**src/sv/tmrb_pkg.sv**
```systemverilog
package tmrb_pkg;

    // Store geometry. The depth is a power of two, so index arithmetic wraps by truncation.
    localparam int STORE_FRAMES = 4096;
    localparam int LEAD_FRAMES  = 882;
    localparam int IDX_W        = $clog2(STORE_FRAMES);

    // Fixed field widths.
    localparam int SAMPLE_W = 16;
    localparam int TIME_W   = 32;
    localparam int SLOT_W   = 12;
    localparam int CMD_W    = 2;

    // Command codes.
    localparam logic [CMD_W-1:0] CMD_MIX_AT_TIME  = 2'd0;
    localparam logic [CMD_W-1:0] CMD_MIX_CONTINUE = 2'd1;
    localparam logic [CMD_W-1:0] CMD_MIX_AT_WRITE = 2'd2;
    localparam logic [CMD_W-1:0] CMD_PLAY_TICK    = 2'd3;

    typedef logic [IDX_W-1:0] t_index;
    typedef logic signed [SAMPLE_W-1:0] t_sample;

    // One stereo frame as held in the store: left in the low half, right in the high half.
    typedef struct packed {
        t_sample right;
        t_sample left;
    } t_frame;

    // Write port of the frame store.
    typedef struct packed {
        logic   en;
        t_index addr;
        t_frame data;
    } t_store_wr;

endpackage

```
**src/sv/tmrb_mix_unit.sv**
```systemverilog
module tmrb_mix_unit (
    input  logic             i_clk,
    input  logic             i_rst_n,
    input  logic             i_start,
    input  tmrb_pkg::t_frame i_stored,
    input  tmrb_pkg::t_frame i_new,
    output logic             o_done,
    output tmrb_pkg::t_frame o_mixed
);
    import tmrb_pkg::*;

    localparam logic [2:0] M_IDLE = 3'd0;
    localparam logic [2:0] M_PREP = 3'd1;
    localparam logic [2:0] M_MUL  = 3'd2;
    localparam logic [2:0] M_DIV  = 3'd3;
    localparam logic [2:0] M_FIN  = 3'd4;

    localparam int          DIV_STEPS = 3;
    localparam logic [16:0] UNITY     = 17'h7fff;
    localparam logic [31:0] DIVISOR   = 32'h7fff;
    localparam logic [19:0] OFFSET2   = 20'hfffe;

    logic [2:0]  r_state;
    logic [2:0]  n_state;
    logic        r_chan;
    logic [1:0]  r_step;
    logic        r_done;
    t_frame      r_stored;
    t_frame      r_new;
    t_frame      r_mixed;
    logic [16:0] r_u;
    logic [16:0] r_v;
    logic [31:0] r_rem;
    logic [16:0] r_quo;

    t_sample            w_a;
    t_sample            w_b;
    t_sample            w_ha;
    t_sample            w_hb;
    logic [16:0]        w_q;
    logic [19:0]        w_sum2;
    logic signed [19:0] w_m;
    logic signed [19:0] w_r;
    t_sample            w_sat;
    t_sample            w_res;

    // Halve a sample, truncating toward zero.
    function automatic t_sample half_toward_zero(input t_sample s);
        t_sample sh;
        logic    fix;
        sh  = s >>> 1;
        fix = s[SAMPLE_W-1] & s[0];
        return t_sample'(sh + t_sample'(fix));
    endfunction

    // The channel currently being worked on.
    assign w_a  = r_chan ? r_stored.right : r_stored.left;
    assign w_b  = r_chan ? r_new.right    : r_new.left;
    assign w_ha = half_toward_zero(w_a);
    assign w_hb = half_toward_zero(w_b);

    // Final step of the mix formula with saturation; a zero sample passes the other one through.
    always_comb begin
        w_q    = r_quo + ((r_rem == DIVISOR) ? 17'd1 : 17'd0);
        w_sum2 = 20'({r_u, 1'b0}) + 20'({r_v, 1'b0});
        if ((r_u < UNITY) && (r_v < UNITY)) begin
            w_m = 20'(w_q);
        end else begin
            w_m = w_sum2 - 20'(w_q) - OFFSET2;
        end
        w_r = w_m - 20'sd32767;
        if (w_r > 20'sd32767) begin
            w_sat = 16'sh7fff;
        end else if (w_r < -20'sd32768) begin
            w_sat = 16'sh8000;
        end else begin
            w_sat = w_r[SAMPLE_W-1:0];
        end
        if (w_a == '0) begin
            w_res = w_b;
        end else if (w_b == '0) begin
            w_res = w_a;
        end else begin
            w_res = w_sat;
        end
    end

    // Sequencer: each channel runs prepare, multiply, three divide steps and finish.
    always_comb begin
        n_state = r_state;
        unique case (r_state)
            M_IDLE: if (i_start) n_state = M_PREP;
            M_PREP: n_state = M_MUL;
            M_MUL:  n_state = M_DIV;
            M_DIV:  if (r_step == 2'(DIV_STEPS - 1)) n_state = M_FIN;
            M_FIN:  n_state = r_chan ? M_IDLE : M_PREP;
            default: n_state = M_IDLE;
        endcase
    end

    always_ff @(posedge i_clk) begin
        if (!i_rst_n) begin
            r_state <= M_IDLE;
            r_done  <= 1'b0;
        end else begin
            r_state <= n_state;
            r_done  <= (r_state == M_FIN) && r_chan;
        end
    end

    // Datapath registers.
    always_ff @(posedge i_clk) begin
        case (r_state)
            M_IDLE: begin
                if (i_start) begin
                    r_stored <= i_stored;
                    r_new    <= i_new;
                    r_chan   <= 1'b0;
                end
            end
            M_PREP: begin
                r_u    <= 17'(UNITY + {w_ha[SAMPLE_W-1], w_ha});
                r_v    <= 17'(UNITY + {w_hb[SAMPLE_W-1], w_hb});
                r_step <= '0;
            end
            M_MUL: begin
                r_rem <= 32'(r_u * r_v);
                r_quo <= '0;
            end
            M_DIV: begin
                // Division by 2^15-1: fold the high part back onto the low part.
                r_quo  <= 17'(r_quo + 17'(r_rem >> 15));
                r_rem  <= 32'({17'd0, r_rem[14:0]} + (r_rem >> 15));
                r_step <= 2'(r_step + 2'd1);
            end
            M_FIN: begin
                if (r_chan) begin
                    r_mixed.right <= w_res;
                end else begin
                    r_mixed.left <= w_res;
                end
                r_chan <= 1'b1;
            end
            default: begin
            end
        endcase
    end

    assign o_done  = r_done;
    assign o_mixed = r_mixed;

endmodule

```
**config.mk**
```make
export PLATFORM = sky130hd
export DESIGN_NAME = tmrb_mix_unit
export DESIGN_NICKNAME = d
export VERILOG_FILES = /design/src/sv/tmrb_pkg.sv /design/src/sv/tmrb_mix_unit.sv
export SDC_FILE = /design/constraint.sdc
export NUM_CORES = 1
export LEC_CHECK = 0
export BUFFER_PORTS_ARGS = -buffer_cell sky130_fd_sc_hd__buf_4
export CORE_MARGIN = 2
export CORE_UTILIZATION = 60
export CTS_BUF_LIST = sky130_fd_sc_hd__clkbuf_4 sky130_fd_sc_hd__clkbuf_8
export DETAILED_ROUTE_END_ITERATION = 8
export GPL_TIMING_DRIVEN = 0
export PLACE_DENSITY = 0.85
export SLEW_MARGIN = 30
export SYNTH_ARGS = -nofsm -noshare
export SYNTH_HDL_FRONTEND = slang
export SYNTH_SLANG_ARGS = --single-unit
```
**constraint.sdc**
```tcl
create_clock -name i_clk -period 8.98 [get_ports i_clk]
set_input_delay 0.449 -clock i_clk [delete_from_list [all_inputs] [get_ports i_clk]]
set_output_delay 0.449 -clock i_clk [all_outputs]
set_load 0.02 [all_outputs]
```
======== After elaboration in Yosys (flattened, before gate mapping) ========
Index checks and enable logic that the tools add are counted.
storage, ports and cells
  flip-flop bits (word level) ............. 186
  output and inout bits ................... 33
  bits of input ports ..................... 67
operators by class
  mux-type cells .......................... 17
  reductions and logical operators ........ 13
  add/sub/neg operators ................... 12
  $mul .................................... 1
  bitwise logic cells ..................... 3
  $lt $le $gt $ge ......................... 4
  eq/ne operators ......................... 8
operators by type and width
  cell                    number
  $mux 16                 6
  $pmux 32 s2             1
  $sub 20x16->20 const B  2
  $add 16x16->17 const A  2
  $lt 17x15->1 const B    2
  $pmux 17 s2             1
  $add 15x2->16           2
  $eq 32x15->1 const B    1
  $logic_not 16->1        2
  $mul 17x17->32          1
  $gt 20x16->1 const B    1
  $lt 20x16->1 const B    1
  $mux 20                 1
  $sub 19x17->20          1
  $add 18x18->19          1
  $add 15x17->18          1
  $add 17x1->17           1
  $add 17x17->17          1
  $pmux 3 s5              1
  $reduce_and 2->1        5
  $eq 3x2->1 const B      2
  $mux 3                  2
  $reduce_bool 2->1       3
  $ne 2x2->1 const B      2
  other kinds (11)        15

======== Longest topological paths before layout ========
  word-level depth ........................ 12
  gate-level depth with buffers ........... 26
  mapped depth without buffers ............ 24

======== Least setup slack after synthesis ========
OpenSTA, ideal clock, no wires.
  path type ............................... register to register
  from .................................... reg r_state[1]
  to ...................................... reg r_chan (enable)
  buffers on the path ..................... 1
  required time ........................... 8656 ps
  stages on the path, launching flop included .. 4
  period minus slack after synthesis ...... 8158 ps
  library setup time ...................... 324 ps
  path slack .............................. 822 ps
  data arrival time ....................... 7834 ps
  cell sequence ........................... dfxtp_1 > clkbuf_1 > nor4b_1 > or2_2
on the way
  cells in the longest elaborated chain, start to end .. 3
ends and longest elaborated chain
  what                                                                     line                  text
  start: declaration                                                       tmrb_mix_unit.sv:23   logic [2:0] r_state;
  start signal: assignment                                                 tmrb_mix_unit.sv:106  r_state <= n_state;
  $eq 3x3->1 / $logic_not 3->1 (equally long branches)                     tmrb_mix_unit.sv:113  case (r_state)
  $reduce_bool 2->1 (no source line) / $ne 2x2->1 (equally long branches)  --
  $reduce_and 2->1 (no source line) *                                      --
  end signal: assignment                                                   tmrb_mix_unit.sv:118  r_chan <= 1'b0;
  end signal: assignment                                                   tmrb_mix_unit.sv:142  r_chan <= 1'b1;
  end: declaration                                                         tmrb_mix_unit.sv:25   logic r_chan;
Mark *: on every way between the ends. The rest lies on a longest branch, timed or not.
A chain may end at the register's enable or synchronous reset.

======== Worst setup path after layout ========
  from .................................... reg r_u[1]
  to ...................................... reg r_rem[31], data pin
on the way
  cells in the longest elaborated chain, start to end .. 2
ends and longest elaborated chain
  what                      line                  text
  start: declaration        tmrb_mix_unit.sv:31   logic [16:0] r_u;
  start signal: assignment  tmrb_mix_unit.sv:122  r_u <= 17'(UNITY + {w_ha[SAMPLE_W-1], w_ha});
  $mul 17x17->32            tmrb_mix_unit.sv:127  r_rem <= 32'(r_u * r_v);
  $pmux 32 s2               tmrb_mix_unit.sv:113
  end signal: assignment    tmrb_mix_unit.sv:127
  end signal: assignment    tmrb_mix_unit.sv:133  r_rem <= 32'({17'd0, r_rem[14:0]} + (r_rem >> 15));
  end: declaration          tmrb_mix_unit.sv:33   logic [31:0] r_rem;
Every way passes these cells.

==> qor.csv <==
stage;metric;value;unit
floorplanning;Cell Rows;67;
yosys;cell area after synthesis;20200;um^2
sta;unrepaired setup endpoints after global routing;false;
cells_and_area;fin util;66.1;%
worst_hold_path;min-delay worst type;primary input to flop;
yosys;post-synthesis cell type count;89;
clock_tree;Post-CTS Repair Setup Buffers;0;
routing;drt first pass iters;6;
floorplanning;CORE AREA;33400;um^2
sta;TNS Setup;0;ps
critical_path;CP Capture Type;flop;
sta;relative slew slack;39.7;%
critical_path;R2R setup slack;1290;ps
clock_tree;Clock Root Buffer;clkbuf_8;
placed_design;GPL Wtd Cong;1.00;
placed_design;Port Buffers;99;
yosys;Top FF cell, synth;edfxtp_1;
critical_path;CP startpoint kind;flop;
critical_path;largest fanout on the critical path;10;
cells_and_area;most common cell after layout, fill and taps aside;inv_1;
placed_design;DP HPWL;42800;um
yosys;sequential share of the synthesized area;27.2;%
critical_path;Worst EP arrival;7930;ps
critical_path;Critical Setup Path Class;flop to flop;
yosys;Syn Area/Cell;9.57;um^2
clock_tree;post_cts resized;0;
yosys;Ys Warns;0;
sta;final period utilization;85.6;%
routing;via count;16100;
sta;Fin Clk Skew;20.0;ps
outcome;status;finished clean;
critical_path;Worst Path Required;9220;ps
routing;Antenna Nets Post-Route;0;
yosys;Async S/R FF share, synth;0;%
routing;vias per inst;5.96;
routing;Routed WL per cell;19.7;um
floorplanning;Starting Density;60.5;%
critical_path;Buf+Inv Stages, Crit Path;7;
global_routing;initial antenna violation count;1;
yosys;#FFs+latches synth;184;
cells_and_area;# diodes;0;
routing;drt first-iter violations;1695;
clock_tree;H-tree level count;4;
critical_path;Top delay family on crit path;adder cells;
clock_tree;CTS Sinks;184;
cells_and_area;share of cells above drive strength 1;10.2;%
critical_path;most frequent CP cell;fa_1;
global_routing;global route overflow;0;
cells_and_area;Area Growth Syn to Fin;9.29;%
sta;Hold Slack;103;ps
global_routing;largest net degree at the start of global routing;28;
clock_tree;Hold-fix buffers, CTS;0;
critical_path;crit-path max cell delay;650;ps
sta;measured slew at the worst slew-check pin;905;ps
global_routing;first-pass GRT wire length;84200;um
yosys;post-synth top area cell;edfxtp_1;
sta;Final Hold Fails;0;
cells_and_area;fin nets;2708;
critical_path;CP max-delay cell;clkbuf_1;
clock_tree;CTS tree;yes;
yosys;synth top area cells;edfxtp_1, fa_1, ha_1;
yosys;Synth top area share;26.8;%
cells_and_area;most frequent cells in the layout;inv_1, nand2_1, fa_1, nor2_1, ha_1;
routing;Residual DRC;0;
clock_tree;clk slew on worst S/H paths;110;ps
routing;Total Wirelength;53200;um
run;maxcap violations;0;
sta;# setup viols final;0;
sta;Slew Limit Fails;0;
clock_tree;worst skew pair latency;510;ps
global_routing;all-layer global routing usage;30.9;%
sta;fmax;130;MHz
sta;Final Critical Period;7690;ps
yosys;syn nets;2576;
global_routing;vias in the first global route;16300;
floorplanning;Die X;187;um
critical_path;crit-path cells;clkbuf_1, inv_1, clkbuf_1, nor2_1, fa_1, fa_1, inv_1, fa_1, inv_1, fa_1, inv_1, fa_1, inv_1, fa_1, ha_1, nor2b_1, or4_1, o21ai_0, a31oi_1, a221o_1, a21o_1, a211oi_1, xnor2_1, nor2_1;
clock_tree;number of buffers created by CTS;17;
yosys;Synth Instances;2110;
clock_tree;Max clock buf depth;2;
floorplanning;DIE HEIGHT;187;um
floorplanning;Ports;100;
yosys;Post-synth EDFFs;180;
floorplanning;die area;35100;um^2
[cell usage after synthesis (all sizes together) (5+ instances only)]
cell type,number
nor2b,17
xnor2,65
o21ai,77
o21bai,5
nand3,46
nand2b,12
and3,25
nand4,21
a31oi,12
and2,27
fa,214
or2,9
buf,30
nand3b,6
edfxtp,180
a21o,29
and4,6
inv,348
nor3b,7
nor4,10
nor2,196
nand2,230
o31ai,15
ha,185
mux2i,29
mux2,9
clkinv,7
o21a,5
nor4b,7
xor2,41
a21oi,71
clkbuf,43
a211oi,12
a21boi,6
nor3,33
or3,17
o211ai,10
[through the flow]
| step | setup WS (ps) | area (um^2) | std cells |
|---|---|---|---|
| floorplan | 822 | 20200 | 2110 |
| global placement | -1270 | 21500 | 2657 |
| detailed placement | 1410 | 21600 | 2671 |
| CTS | 1370 | 22100 | 2703 |
| global route | 1090 | 22100 | 2703 |
| finish | 1290 | 22100 | 2703 |
[cell families (layout without fill, tap and decap cells)]
group / Yosys count / in the layout / share of synthesized area, %
XOR/XNOR: 106 / 106 / 4.64
AND/OR/NAND/NOR: 679 / 679 / 16.2
AO/OA/AOI/OAI: 276 / 276 / 9.10
adder cells (fa/ha/maj): 399 / 399 / 32.7
multiplexers: 38 / 38 / 1.94
buffers and inverters: 428 / 573 / 8.24
flip-flops: 184 / 184 / 27.2
[path summary, 6_finish.rpt]
kind                   from        end  depth (start not counted)
setup / recovery     r_u[1]  r_rem[31]                         24
hold / removal    i_new[13]  r_new[13]                          1
setup reg to reg     r_u[1]  r_rem[31]                         24
hold reg to reg   r_step[0]  r_step[0]                          1
[worst register-to-register path, cell delays in order (launching register included)]
cell      delay [ps]
edfxtp_1         380
clkbuf_1         340
inv_1            190
clkbuf_1         650
nor2_1           150
fa_1             480
fa_1             540
inv_1             50
fa_1             480
inv_1             60
fa_1             530
inv_1             60
fa_1             540
inv_1             70
fa_1             530
ha_1             360
nor2b_1          160
or4_1            450
o21ai_0           90
a31oi_1          140
a221o_1          470
a21o_1           210
a211oi_1         260
xnor2_1          180
nor2_1            70
[layer usage]
metal,wire length (um),global-route usage (%),vias up,part of all wire [%]
li1,-,-,7251,-
met1,20200,39.1,7795,38
met2,25100,51.0,890,47
met3,4920,5.10,178,9.3
met4,2930,16.8,2,5.5
met5,13,0,-,0.024
[layout make-up]
cell class                 count  area [um^2]
tap                          448          561
buffer                        73          332
inverter                     355         1330
clock buffer                  17          234
timing repair buffer         113          877
multi-input combinational   1498        13100
sequential                   184         5490
fill                        2608        11300
clock inverter                15          180
[registers in the layout, summed over array words and instances (netlist names)]
| signal | flops |
|---|---|
| o_done | 1 |
| o_mixed | 32 |
| r_chan | 1 |
| r_new | 32 |
| r_quo | 17 |
| r_rem | 32 |
| r_state | 3 |
| r_step | 2 |
| r_stored | 32 |
| r_u | 16 |
| r_v | 16 |
Power is not shown: default switching activity piles up to over one toggle a cycle in this logic, so the estimate is an artifact.
